### src/sv/box_non_max_suppression_macros.svh
// Assertion helpers used by the top-level RTL file
`ifndef BOX_NON_MAX_SUPPRESSION_MACROS_SVH
`define BOX_NON_MAX_SUPPRESSION_MACROS_SVH

// same-cycle implication, checked out of reset
`define BNMS_ASSERT_SAME(label, clk, rst_n, ante, cons) \
  label: assert property (@(posedge clk) disable iff (!rst_n) (ante) |-> (cons)) \
    else $error("bnms: same-cycle check failed");

// next-cycle implication, checked out of reset
`define BNMS_ASSERT_NEXT(label, clk, rst_n, ante, cons) \
  label: assert property (@(posedge clk) disable iff (!rst_n) (ante) |=> (cons)) \
    else $error("bnms: next-cycle check failed");

`endif

### src/sv/bnms_pkg.sv
package bnms_pkg;

  localparam int BOX_CAPACITY_DEF = 512;
  localparam int KEEP_LIMIT_DEF   = 32;

  localparam int COORD_W = 12;
  localparam int SCORE_W = 16;
  localparam int CLASS_W = 8;
  localparam int THR_W   = 16;

  localparam logic [THR_W-1:0] THR_RESET  = 16'd29491;
  localparam logic             MODE_RESET = 1'b0;

  // configuration register indexes
  localparam int CFG_IDX_W = 1;
  localparam logic [CFG_IDX_W-1:0] CFG_THRESHOLD = 1'd0;
  localparam logic [CFG_IDX_W-1:0] CFG_MODE      = 1'd1;
  localparam int CFG_DATA_W = 16;

  // overlap modes
  localparam logic MODE_IOU  = 1'b0;

  typedef struct packed {
    logic [COORD_W-1:0] left;
    logic [COORD_W-1:0] top;
    logic [COORD_W-1:0] right;
    logic [COORD_W-1:0] bottom;
    logic [SCORE_W-1:0] score;
    logic [CLASS_W-1:0] cls;
  } box_t;

  localparam int BOX_W = $bits(box_t);

  // controller -> datapath commands
  typedef struct packed {
    logic box_we_in;     // store incoming item at addr
    logic box_we_best;   // write best of scan at addr
    logic box_we_first;  // write first of scan at best index
    logic scan;          // read addr as part of a max scan
    logic scan_first;    // this read opens the scan
    logic mark_clr;      // clear removal mark at addr
    logic keep_load;     // latch read box as keeper
    logic pipe_issue;    // read addr into the overlap pipe
    logic pend_load;     // keeper becomes pending result
    logic out_push;      // pending result into output register
    logic out_final;     // pushed result ends the set
  } cmd_t;

  // datapath -> controller status
  typedef struct packed {
    logic removed;       // mark read at addr last cycle
    logic pipe_busy;     // overlap pipe still has work
    logic out_free;      // output register can take a result
    logic pend_valid;    // a kept box waits to be emitted
  } status_t;

endpackage

### src/sv/bnms_ctrl.sv
module bnms_ctrl #(
  parameter int BOX_CAPACITY = bnms_pkg::BOX_CAPACITY_DEF,
  parameter int KEEP_LIMIT   = bnms_pkg::KEEP_LIMIT_DEF
) (
  input  logic                            clk,
  input  logic                            rst_n,
  input  logic                            in_valid,
  input  logic                            in_is_last,
  output logic                            in_ready,
  output bnms_pkg::cmd_t                  cmd,
  output logic [$clog2(BOX_CAPACITY)-1:0] addr,
  input  bnms_pkg::status_t               status
);

  localparam int AW = $clog2(BOX_CAPACITY);
  localparam int CW = $clog2(BOX_CAPACITY + 1);
  localparam int KW = $clog2(KEEP_LIMIT + 1);

  localparam logic [3:0] S_LOAD     = 4'd0;
  localparam logic [3:0] S_SORT_RD  = 4'd1;
  localparam logic [3:0] S_SORT_WT  = 4'd2;
  localparam logic [3:0] S_SORT_SW1 = 4'd3;
  localparam logic [3:0] S_SORT_SW2 = 4'd4;
  localparam logic [3:0] S_CLR      = 4'd5;
  localparam logic [3:0] S_SUP_RD   = 4'd6;
  localparam logic [3:0] S_SUP_CHK  = 4'd7;
  localparam logic [3:0] S_SUP_EMIT = 4'd8;
  localparam logic [3:0] S_SUP_SCAN = 4'd9;
  localparam logic [3:0] S_SUP_DRN  = 4'd10;
  localparam logic [3:0] S_FIN      = 4'd11;

  logic [3:0]    state_r, state_nxt;
  logic [CW-1:0] cnt_r, cnt_nxt, i_r, i_nxt, j_r, j_nxt, cnt_sat;
  logic [KW-1:0] keep_r, keep_nxt;
  logic          cnt_room, j_last, i_last, sort_more, keep_full;

  always_comb begin
    cnt_room  = cnt_r < CW'(BOX_CAPACITY);
    cnt_sat   = cnt_room ? CW'(cnt_r + 1'b1) : cnt_r;
    j_last    = CW'(j_r + 1'b1) == cnt_r;
    i_last    = CW'(i_r + 1'b1) == cnt_r;
    sort_more = ({1'b0, i_r} + (CW+1)'(2)) < {1'b0, cnt_r};
    keep_full = KW'(keep_r + 1'b1) == KW'(KEEP_LIMIT);
  end

  // sequencer
  always_comb begin
    state_nxt = state_r;
    cnt_nxt   = cnt_r;
    i_nxt     = i_r;
    j_nxt     = j_r;
    keep_nxt  = keep_r;
    cmd       = '0;
    in_ready  = 1'b0;
    addr      = i_r[AW-1:0];
    case (state_r)
      S_LOAD: begin
        in_ready      = 1'b1;
        addr          = cnt_r[AW-1:0];
        cmd.box_we_in = in_valid & cnt_room;
        if (in_valid) begin
          cnt_nxt = cnt_sat;
          if (in_is_last) begin
            i_nxt = '0;
            j_nxt = '0;
            state_nxt = (cnt_sat > CW'(1)) ? S_SORT_RD : S_CLR;
          end
        end
      end
      // scan i..n-1 for the highest score
      S_SORT_RD: begin
        addr           = j_r[AW-1:0];
        cmd.scan       = 1'b1;
        cmd.scan_first = (j_r == i_r);
        if (j_last) begin
          state_nxt = S_SORT_WT;
        end else begin
          j_nxt = CW'(j_r + 1'b1);
        end
      end
      S_SORT_WT: begin
        state_nxt = S_SORT_SW1;
      end
      S_SORT_SW1: begin
        cmd.box_we_best = 1'b1;
        state_nxt = S_SORT_SW2;
      end
      S_SORT_SW2: begin
        cmd.box_we_first = 1'b1;
        i_nxt = CW'(i_r + 1'b1);
        j_nxt = CW'(i_r + 1'b1);
        if (sort_more) begin
          state_nxt = S_SORT_RD;
        end else begin
          j_nxt = '0;
          state_nxt = S_CLR;
        end
      end
      // clear marks of the loaded entries
      S_CLR: begin
        addr         = j_r[AW-1:0];
        cmd.mark_clr = 1'b1;
        if (j_last) begin
          i_nxt = '0;
          keep_nxt = '0;
          state_nxt = S_SUP_RD;
        end else begin
          j_nxt = CW'(j_r + 1'b1);
        end
      end
      S_SUP_RD: begin
        state_nxt = S_SUP_CHK;
      end
      S_SUP_CHK: begin
        if (status.removed) begin
          if (i_last) begin
            state_nxt = S_FIN;
          end else begin
            i_nxt = CW'(i_r + 1'b1);
            state_nxt = S_SUP_RD;
          end
        end else begin
          cmd.keep_load = 1'b1;
          state_nxt = S_SUP_EMIT;
        end
      end
      // previous keeper goes out, this one becomes pending
      S_SUP_EMIT: begin
        if (!status.pend_valid || status.out_free) begin
          cmd.out_push  = status.pend_valid;
          cmd.pend_load = 1'b1;
          keep_nxt = KW'(keep_r + 1'b1);
          if (keep_full || i_last) begin
            state_nxt = S_FIN;
          end else begin
            j_nxt = CW'(i_r + 1'b1);
            state_nxt = S_SUP_SCAN;
          end
        end
      end
      S_SUP_SCAN: begin
        addr           = j_r[AW-1:0];
        cmd.pipe_issue = 1'b1;
        if (j_last) begin
          state_nxt = S_SUP_DRN;
        end else begin
          j_nxt = CW'(j_r + 1'b1);
        end
      end
      S_SUP_DRN: begin
        if (!status.pipe_busy) begin
          i_nxt = CW'(i_r + 1'b1);
          state_nxt = S_SUP_RD;
        end
      end
      S_FIN: begin
        if (status.out_free) begin
          cmd.out_push  = 1'b1;
          cmd.out_final = 1'b1;
          cnt_nxt   = '0;
          state_nxt = S_LOAD;
        end
      end
      default: begin
        state_nxt = S_LOAD;
        cnt_nxt   = '0;
      end
    endcase
  end

  always_ff @(posedge clk) begin
    if (!rst_n) begin
      state_r <= S_LOAD;
      cnt_r   <= '0;
      i_r     <= '0;
      j_r     <= '0;
      keep_r  <= '0;
    end else begin
      state_r <= state_nxt;
      cnt_r   <= cnt_nxt;
      i_r     <= i_nxt;
      j_r     <= j_nxt;
      keep_r  <= keep_nxt;
    end
  end

endmodule

### config.mk
export PLATFORM = sky130hd
export DESIGN_NAME = bnms_ctrl
export DESIGN_NICKNAME = d
export VERILOG_FILES = /design/src/sv/box_non_max_suppression_macros.svh /design/src/sv/bnms_pkg.sv /design/src/sv/bnms_ctrl.sv
export SDC_FILE = /design/constraint.sdc
export NUM_CORES = 1
export LEC_CHECK = 0
export BUFFER_PORTS_ARGS = -buffer_cell sky130_fd_sc_hd__buf_2
export CAP_MARGIN = 20
export CORE_MARGIN = 2
export CORE_UTILIZATION = 42
export DETAILED_ROUTE_END_ITERATION = 8
export SKIP_CTS_REPAIR_TIMING = 1
export SLEW_MARGIN = 20
export SYNTH_ARGS = -nofsm -noshare
export SYNTH_HDL_FRONTEND = slang
export SYNTH_SLANG_ARGS = --single-unit
### constraint.sdc
create_clock -name clk -period 4.2 [get_ports clk]
set_clock_uncertainty 0.1 [all_clocks]
set_input_delay 0.84 -clock clk [delete_from_list [all_inputs] [get_ports clk]]
set_output_delay 0.84 -clock clk [all_outputs]
set_load 0.02 [all_outputs]
# Yosys cells after proc, flatten, opt, wreduce, memory -nomap -nowiden
# Index checks and enable logic that the tools add are counted.
# op_classes
order_cmp	3
n_reduce_logical	14
shifts	0
n_bitwise	2
n_addsub	5
n_eq_ne	27
muxes	48
n_mul	0
div	0
# ops
operator	n
10-bit two-way mux	13
10-bit case mux with 5 select lines	1
4-bit case mux with 12 select lines	1
4-bit two-way mux	10
10-bit case mux with 4 select lines	1
10-bit by 1-bit adder with 10-bit output (second input constant)	3
10-bit equality test	3
10-bit case mux with 3 select lines	1
2-bit inequality test (second input constant)	12
9-bit case mux with 2 select lines	1
4-bit by 3-bit equality test with 1-bit output (second input constant)	4
4-bit equality test (second input constant)	4
6-bit two-way mux	2
6-bit case mux with 2 select lines	1
10-bit by 2-bit adder with 11-bit output (second input constant)	1
11-bit by 10-bit < comparator with 1-bit output	1
10-bit by 1-bit greater-than comparator with 1-bit output (second input constant)	1
10-bit < comparator (second input constant)	1
1-bit two-way mux	10
10-bit OR reduction	1
4-bit by 2-bit equality test with 1-bit output (second input constant)	2
2-bit two-way mux	4
8-bit AND reduction	1
7-bit AND reduction	1
16 further kinds	19
# totals
mem_count	0
ramBits	0
wordCells	104
in_bits	8
rom_bits	0
out_inout_bits	21
latch_bits	0
reg_bits	40

# Depth between registers and ports, before layout
# Gate-level depths: netlist of run 1.
# depth
ltp_word	7
ltp_mapped	13

# Worst setup path after synthesis of run 1
# OpenSTA, ideal clock, no wires.
# synth_timing
path_type	flip-flop to output port
startpoint	register state_r[0]
endpoint	output port cmd[6] (netlist bit)
setup_slack_ns	1.163
t_arrival_ns	2.097
path_stages_with_launch	7
cell_sequence	dfxtp_1 -> clkbuf_1 -> clkbuf_1 -> nand2b_1 -> nor3_1 -> nand3_1 -> nor3_1
# synth_lines
item	line_no	text
start: declaration	bnms_ctrl.sv:32	logic [3:0] state_r, state_nxt;
start signal: assignment	bnms_ctrl.sv:179	state_r <= state_nxt;
end: declaration	bnms_ctrl.sv:10	output bnms_pkg::cmd_t cmd,

# Final worst setup path of run 1
# layout_timing
startpoint	register i_r[0]
endpoint	register j_r[4]
# layout_via
elab_chain_len	5
elab_cells_between_ends	11
cone_classes	add/sub: 2; order compare: 1; eq/ne: 2; mux: 4; reduce/logical: 2
# layout_lines
item	line_no	text
start: declaration	bnms_ctrl.sv:33	logic [CW-1:0] cnt_r, cnt_nxt, i_r, i_nxt, j_r, j_nxt, cnt_sat;
start signal: assignment	bnms_ctrl.sv:181	i_r <= i_nxt;
branches (longest 5 deep; another with 10-bit by 2-bit adder with 11-bit output)	-	
end signal: assignment	bnms_ctrl.sv:182	j_r <= j_nxt;
end: declaration	bnms_ctrl.sv:33	
# Parallel ways; which one is timed is not known. The select of a mux whose other input is x is not followed.
# A chain may end at the register's enable or synchronous reset.

==> results.md, run 1 <==
* Outcome: finished, final reports clean
* Final wirelength at 13600 um
* Period minus WS final at 3.82 ns
* Adder-cell area share of the yosys netlist at 4.94%
* Seq/Total Area, Yosys at 18.8%
* Endpoints failing setup at 0
* # DRC at 0
* DR pass1 iterations at 7
* Clock Root Buffer: clkbuf_8
* Worst Hold Class: reg2reg
* Multiplexer share of the synthesized area at 0.735%
* P per Cell Area at 394 nW/um^2
* Largest net degree at the start of global routing at 36
* Largest family of logic cells by synthesized area: simple AND/OR/NAND/NOR gates
* Worst vdd ir at 0.169 mV
* IO Pins at 29
* Iter 0 DRT Violations at 410
* Clock Latency Late Sink at 0.32 ns
* Async set-reset flop share out of synthesis at 0%
* Compound-gate portion of the synthesized area at 27.4%
* Critical path type: reg2reg
* Leak at 1.85 nW
* Average size of a mapped cell at 7.24 um^2
* Max Cap Viol at 0
* XOR/XNOR Fraction of Synth Area at 9.05%
* Number of global-route vias before repair at 4150
* Initial antenna violation count at 0
* CP max FO at 14
* Mapped Cells at 588
* Synth Area in Simple Gates at 31.5%
* Share of layout cells above drive strength 1 at 11.4%
* Synth-to-Final Area Change at 7.55%
* Clock slew at reported path FFs at 0.09 ns
* F_max at 262 MHz
* TritonCTS Sinks at 40
* GRT Overall Usage at 25.0%
* H-Tree Depth at 2
* Slew HR at 39.2%
* Syn. warnings at 0
* Buffers on Ports at 28
* CP Data Required Time at 4.31 ns
* Placer Congestion at 1.02
* Endpoint class of the critical path: register
* Vias per cell at 6.28
* Unrepaired setup endpoints after global routing: no
* EDFF count, synth at 0
* Starting density of the core at 43.4%
* WP data arrival at 3.93 ns
* Startpoint Class: register
* Post-route ant nets at 0
* Overflow after GRT at 0
* Chip Height at 105 um
* Max Buffers Root-to-Sink at 2
* Synth Net Count at 612
* Cts bufs inserted at 5
* Mapped Area at 4260 um^2
* Vias at 4512
* Num rows at 36
* Die X at 105 um
* Worst-Margin Slew at 0.908 ns
* Synth cell types at 76
* Crit share post-route at 91.0%
* CTS tree: done
* Fin. Hold Viols at 0
* Final slew viol count at 0
* Drt wl/cell at 18.8 um
* Most used DFF post-synth: dfxtp_1
* Dpl hpwl at 9910 um
* First-pass GRT wire length at 22200 um
* Die ar. at 11000 um^2
* N_diodes at 0
* Nets at 609
* Fin Setup TNS at 0 ns
* Total power at 1.80 mW
* Core box area at 9820 um^2
* #FFs+latches synth at 40
[kinds of logic after synthesis]
group / count (synthesis)
multiplexers: 3
XOR/XNOR: 44
flip-flops: 40
buffers and inverters: 75
AND/OR/NAND/NOR: 246
AO/OA/AOI/OAI: 163
adder cells (fa/ha/maj): 17
[synthesized netlist by cell type (3+ instances only)]
library cell	n	area share (%)
clkbuf_1	36	3.2
and3_1	14	2.1
o21a_1	6	1.1
o32ai_1	5	1.0
nand4_1	10	1.5
ha_1	16	4.7
nor3_1	17	2.0
o2111ai_1	3	0.62
o211ai_1	6	1.1
and2_1	5	0.73
a21boi_0	6	1.1
o21ai_0	36	4.2
xnor2_1	25	5.1
nand2b_1	6	0.88
dfxtp_1	40	19
a21boi_1	6	1.1
a31oi_1	9	1.3
nor4_1	8	1.2
nor2_1	36	3.2
or4_1	3	0.53
inv_1	18	1.6
o32a_1	3	0.71
nand2_1	64	5.6
a22oi_1	13	2.3
o22ai_1	4	0.59
or3_1	8	1.2
buf_2	14	1.6
o211a_1	3	0.71
xor2_1	19	3.9
o31ai_1	6	1.1
a21oi_1	14	1.6
a22o_1	9	1.9
nor3b_1	5	0.88
a211oi_1	5	0.88
o31a_1	3	0.62
nand3b_1	7	1.2
nand3_1	27	3.2
nor2b_1	15	2.2
a21o_1	8	1.4
[placed cells by master, fill, tap and decap left out, drive strengths merged, types with 9 or more instances in the layout]
cell type | netlist | routed
nand2 | 65 | 65
buf | 20 | 47
dfxtp | 40 | 40
nor2 | 36 | 36
o21ai | 36 | 36
nand3 | 28 | 28
xnor2 | 25 | 25
xor2 | 19 | 19
inv | 18 | 18
nor3 | 17 | 17
ha | 16 | 16
nor2b | 15 | 15
a21oi | 14 | 14
and3 | 14 | 14
a22oi | 13 | 13
a21boi | 12 | 12
nand4 | 11 | 11
nor4 | 10 | 10
a31oi | 9 | 9
a22o | 9 | 9
[flip-flops by register name, summed over array words and instances (netlist names)]
name     flops
j_r         10
i_r         10
state_r      4
keep_r       6
cnt_r       10
[metal layers]
layer  global-route usage, %  wire length (um)  part of all wire, %
met1                    35.6              6050                   45
met2                    37.2              5950                   44
met3                    3.74              1060                  7.8
met4                    11.5               485                  3.6
met5                       0                 0                    0
[layout make-up]
cell class / count / area (um^2)
Inverter: 18 / 67.6
Sequential cell: 40 / 801
Multi-Input combinational cell: 473 / 3140
Clock buffer: 6 / 82.6
Clock inverter: 2 / 38.8
Fill cell: 1027 / 5240
Tap cell: 133 / 166
Timing Repair Buffer: 47 / 283
[where the power goes]
| part | switching [mW] | leakage [nW] | internal, mW | total, mW |
|---|---|---|---|---|
| Clock | 0.162 | 0.0614 | 0.195 | 0.356 |
| Sequential | 0.0901 | 0.323 | 0.403 | 0.493 |
| Combinational | 0.623 | 1.46 | 0.331 | 0.953 |
| Total | 0.874 | 1.85 | 0.928 | 1.80 |
[through the flow]
step	util [%]	instance area, um^2	std cells	setup slack, ns	hold WS, ns
5_1_grt	46.6	4580	719	0.213	0.435
3_5_place_dp	45.4	4460	711	0.492	0.388
2_1_floorplan	-	4260	588	1.16	0.359
3_3_place_gp	45.4	4460	711	0.438	0.376
6_report	46.6	4580	719	0.377	0.400
4_1_cts	46.6	4580	719	0.480	0.402
[critical path, stage by stage, from the launching register on]
cell	delay, ns
dfxtp_1	0.63
ha_1	0.47
nand3_1	0.22
o21ai_0	0.46
o2111ai_1	0.15
nor4_1	0.55
a31oi_1	0.29
a21oi_1	0.26
nor2b_1	0.21
a221o_1	0.37
[final timing paths]
kind / start / slack (ns) / depth (start not counted) / end
worst min-delay path: keep_r[5] / 0.40 / 1 / keep_r[5]
worst max-delay path: i_r[0] / 0.38 / 9 / j_r[4]
worst min register to register: keep_r[5] / 0.40 / 1 / keep_r[5]
worst max register to register: i_r[0] / 0.38 / 9 / j_r[4]
Note: power is estimated with default switching activity, not from simulation.
==> run 2, diff against run 1 <==
CORE_UTILIZATION = 45   (was 42)
==> run 2 against run 1 <==
  * Sequential power shrank 2%
  * Critical path depth did not move
  * Sequential cell count is the same
  * Cell count shrank 3.2%
  * Die area shrank 6.4%
  * Worst hold slack worse by 0.0033 ns
  * Combinational power is 0.7% lower
  * Via count is 0.71% lower
  * Routed wire length fell by 2.6%
  * Clock power grew 28%
  * Critical endpoint unchanged
==> results.md, run 2 (synthesis gave the netlist of run 1 again) <==
* N_diodes at 0
* Core box area at 9200 um^2
* R2R cell count at 9
* Fin Setup TNS at 0 ns
* F_max at 252 MHz
* # fillers at 931
* Period minus WS final at 3.97 ns
* Setup crit start: i_r[0]
* Worst Hold Class: reg2reg
* WP data arrival at 4.07 ns
* Number of global-route vias before repair at 4049
* Final Instance Count excl. Fillers at 696
* CTS tree: done
* R2R Setup Slk at 0.23 ns
* Switch share at 45.1%
* Clock Latency Late Sink at 0.30 ns
* Dpl hpwl at 9660 um
* Endpoints failing setup at 0
* Switching power at 0.849 mW
* Worst vdd ir at 0.180 mV
* Slowest CP cell: dfxtp_1
* Top Family by Delay on Critical Path: compound AO/OA/AOI/OAI gates
* H-Tree Depth at 2
* TritonCTS Sinks at 40
* Nets at 608
* Crit share post-route at 94.5%
* # DRC at 0
* Iter 0 DRT Violations at 336
* Combinational share of power at 50.2%
* Initial antenna violation count at 0
* Startpoint Class: register
* Final wirelength at 13200 um
* Num rows at 35
* Vias per cell at 6.44
* IO Pins at 29
* Leak at 1.86 nW
* Outcome: finished, final reports clean
* Endpoint class of the critical path: register
* Max Cap Viol at 0
* Drt wl/cell at 19.0 um
* Commonest non-fill, non-tap cell in the layout: nand2_1
* Die ar. at 10300 um^2
* Stages on worst setup path at 9
* P_int at 1.03 mW
* Share of layout cells above drive strength 1 at 11.3%
* Chip Height at 101 um
* Buf/Inv on CP at 0
* Synth-to-Final Area Change at 7.61%
* GRT Overall Usage at 25.9%
* Critical path type: reg2reg
* Clock Root Buffer: clkbuf_8
* DR pass1 iterations at 5
* Post-route ant nets at 0
* Starting density of the core at 46.3%
* Slew HR at 45.4%
* Largest net degree at the start of global routing at 36
* Reg2Reg Launch Point: i_r[0]
* CP Data Required Time at 4.30 ns
* CP max FO at 14
* Worst-Margin Slew at 0.815 ns
* Worst path max stage delay at 0.68 ns
* Crit path cell chain: ha_1 -> nand3_1 -> o21ai_0 -> o2111ai_1 -> nor4_1 -> a31oi_1 -> a21oi_1 -> nor2b_1 -> a221o_1
* Clock slew at reported path FFs at 0.09 ns
* Placed cell count at 688
* Overflow after GRT at 0
* Crit path to: j_r[4]
* Flop pwr share at 25.6%
* Unrepaired setup endpoints after global routing: no
* Commonest cells after routing, fill and taps aside: nand2_1 (64), dfxtp_1 (40), nor2_1 (36), o21ai_0 (36), buf_2 (28)
* RR Endpoint: j_r[4]
* Die X at 101 um
* Final slew viol count at 0
* First-pass GRT wire length at 21200 um
* Vias at 4480
* Cts bufs inserted at 5
* Placer Congestion at 0.951
* Clk pwr share at 24.2%
* Buffers on Ports at 28
* Max Buffers Root-to-Sink at 2
* P per Cell Area at 411 nW/um^2
* Largest regs: cnt_r (10), i_r (10), j_r (10)
* Fin. Hold Viols at 0
[run 2: changes by cell type in the layout (fill, tap and decap cells not counted)]
cell | previous run | this run
clkbuf_8 | 6 | 5
buf_4 | 19 | 18
bufinv_16 | 1 | 3
clkinv_4 | 1 | 0
[run 2: worst min-delay path by stage]
stage	from	end	slack [ns]	cells after the start
3_3_place_gp	keep_r[5]	keep_r[5]	0.37	1
5_1_grt	keep_r[5]	keep_r[5]	0.44	1
2_1_floorplan	keep_r[5]	keep_r[5]	0.36	1
6_report	keep_r[5]	keep_r[5]	0.40	1
4_1_cts	keep_r[5]	keep_r[5]	0.40	1
3_5_place_dp	keep_r[5]	keep_r[5]	0.38	1
[run 2: cell type report]
type	instances	area, um^2	area share [%]
Multi-Input combinational cell	473	3140	68.5
Sequential cell	40	801	17.5
Timing Repair Buffer	46	275	6.01
Tap cell	111	139	3.03
Clock inverter	3	90.1	1.97
Clock buffer	5	68.8	1.50
Inverter	18	67.6	1.47
[run 2: power groups by stage]
stage | sequential (mW) | combinational [mW] | clock [mW]
finish | 0.482 | 0.946 | 0.455
floorplan | 0.426 | 0.728 | 0
detailed placement | 0.490 | 0.923 | 0
global placement | 0.489 | 0.926 | 0
global route | 0.490 | 1.03 | 0.476
CTS | 0.481 | 0.928 | 0.466
[run 2: metrics by stage]
stage | worst slack, ns | cell area (um^2) | util [%] | power (mW) | hold slack [ns]
final | 0.230 | 4580 | 49.8 | 1.88 | 0.396
after floorplan | 1.16 | 4260 | - | 1.15 | 0.359
after global placement | 0.382 | 4420 | 48.1 | 1.42 | 0.373
after CTS | 0.334 | 4580 | 49.8 | 1.87 | 0.400
after detailed placement | 0.347 | 4420 | 48.1 | 1.41 | 0.384
after global routing | 0.0400 | 4580 | 49.8 | 2.00 | 0.443
[run 2: per-layer routing]
layer  wire, um  global-route usage, %
met1       6120                   37.4
met2       5790                   39.3
met3        985                   3.66
met4        303                   9.25
met5          0                      0
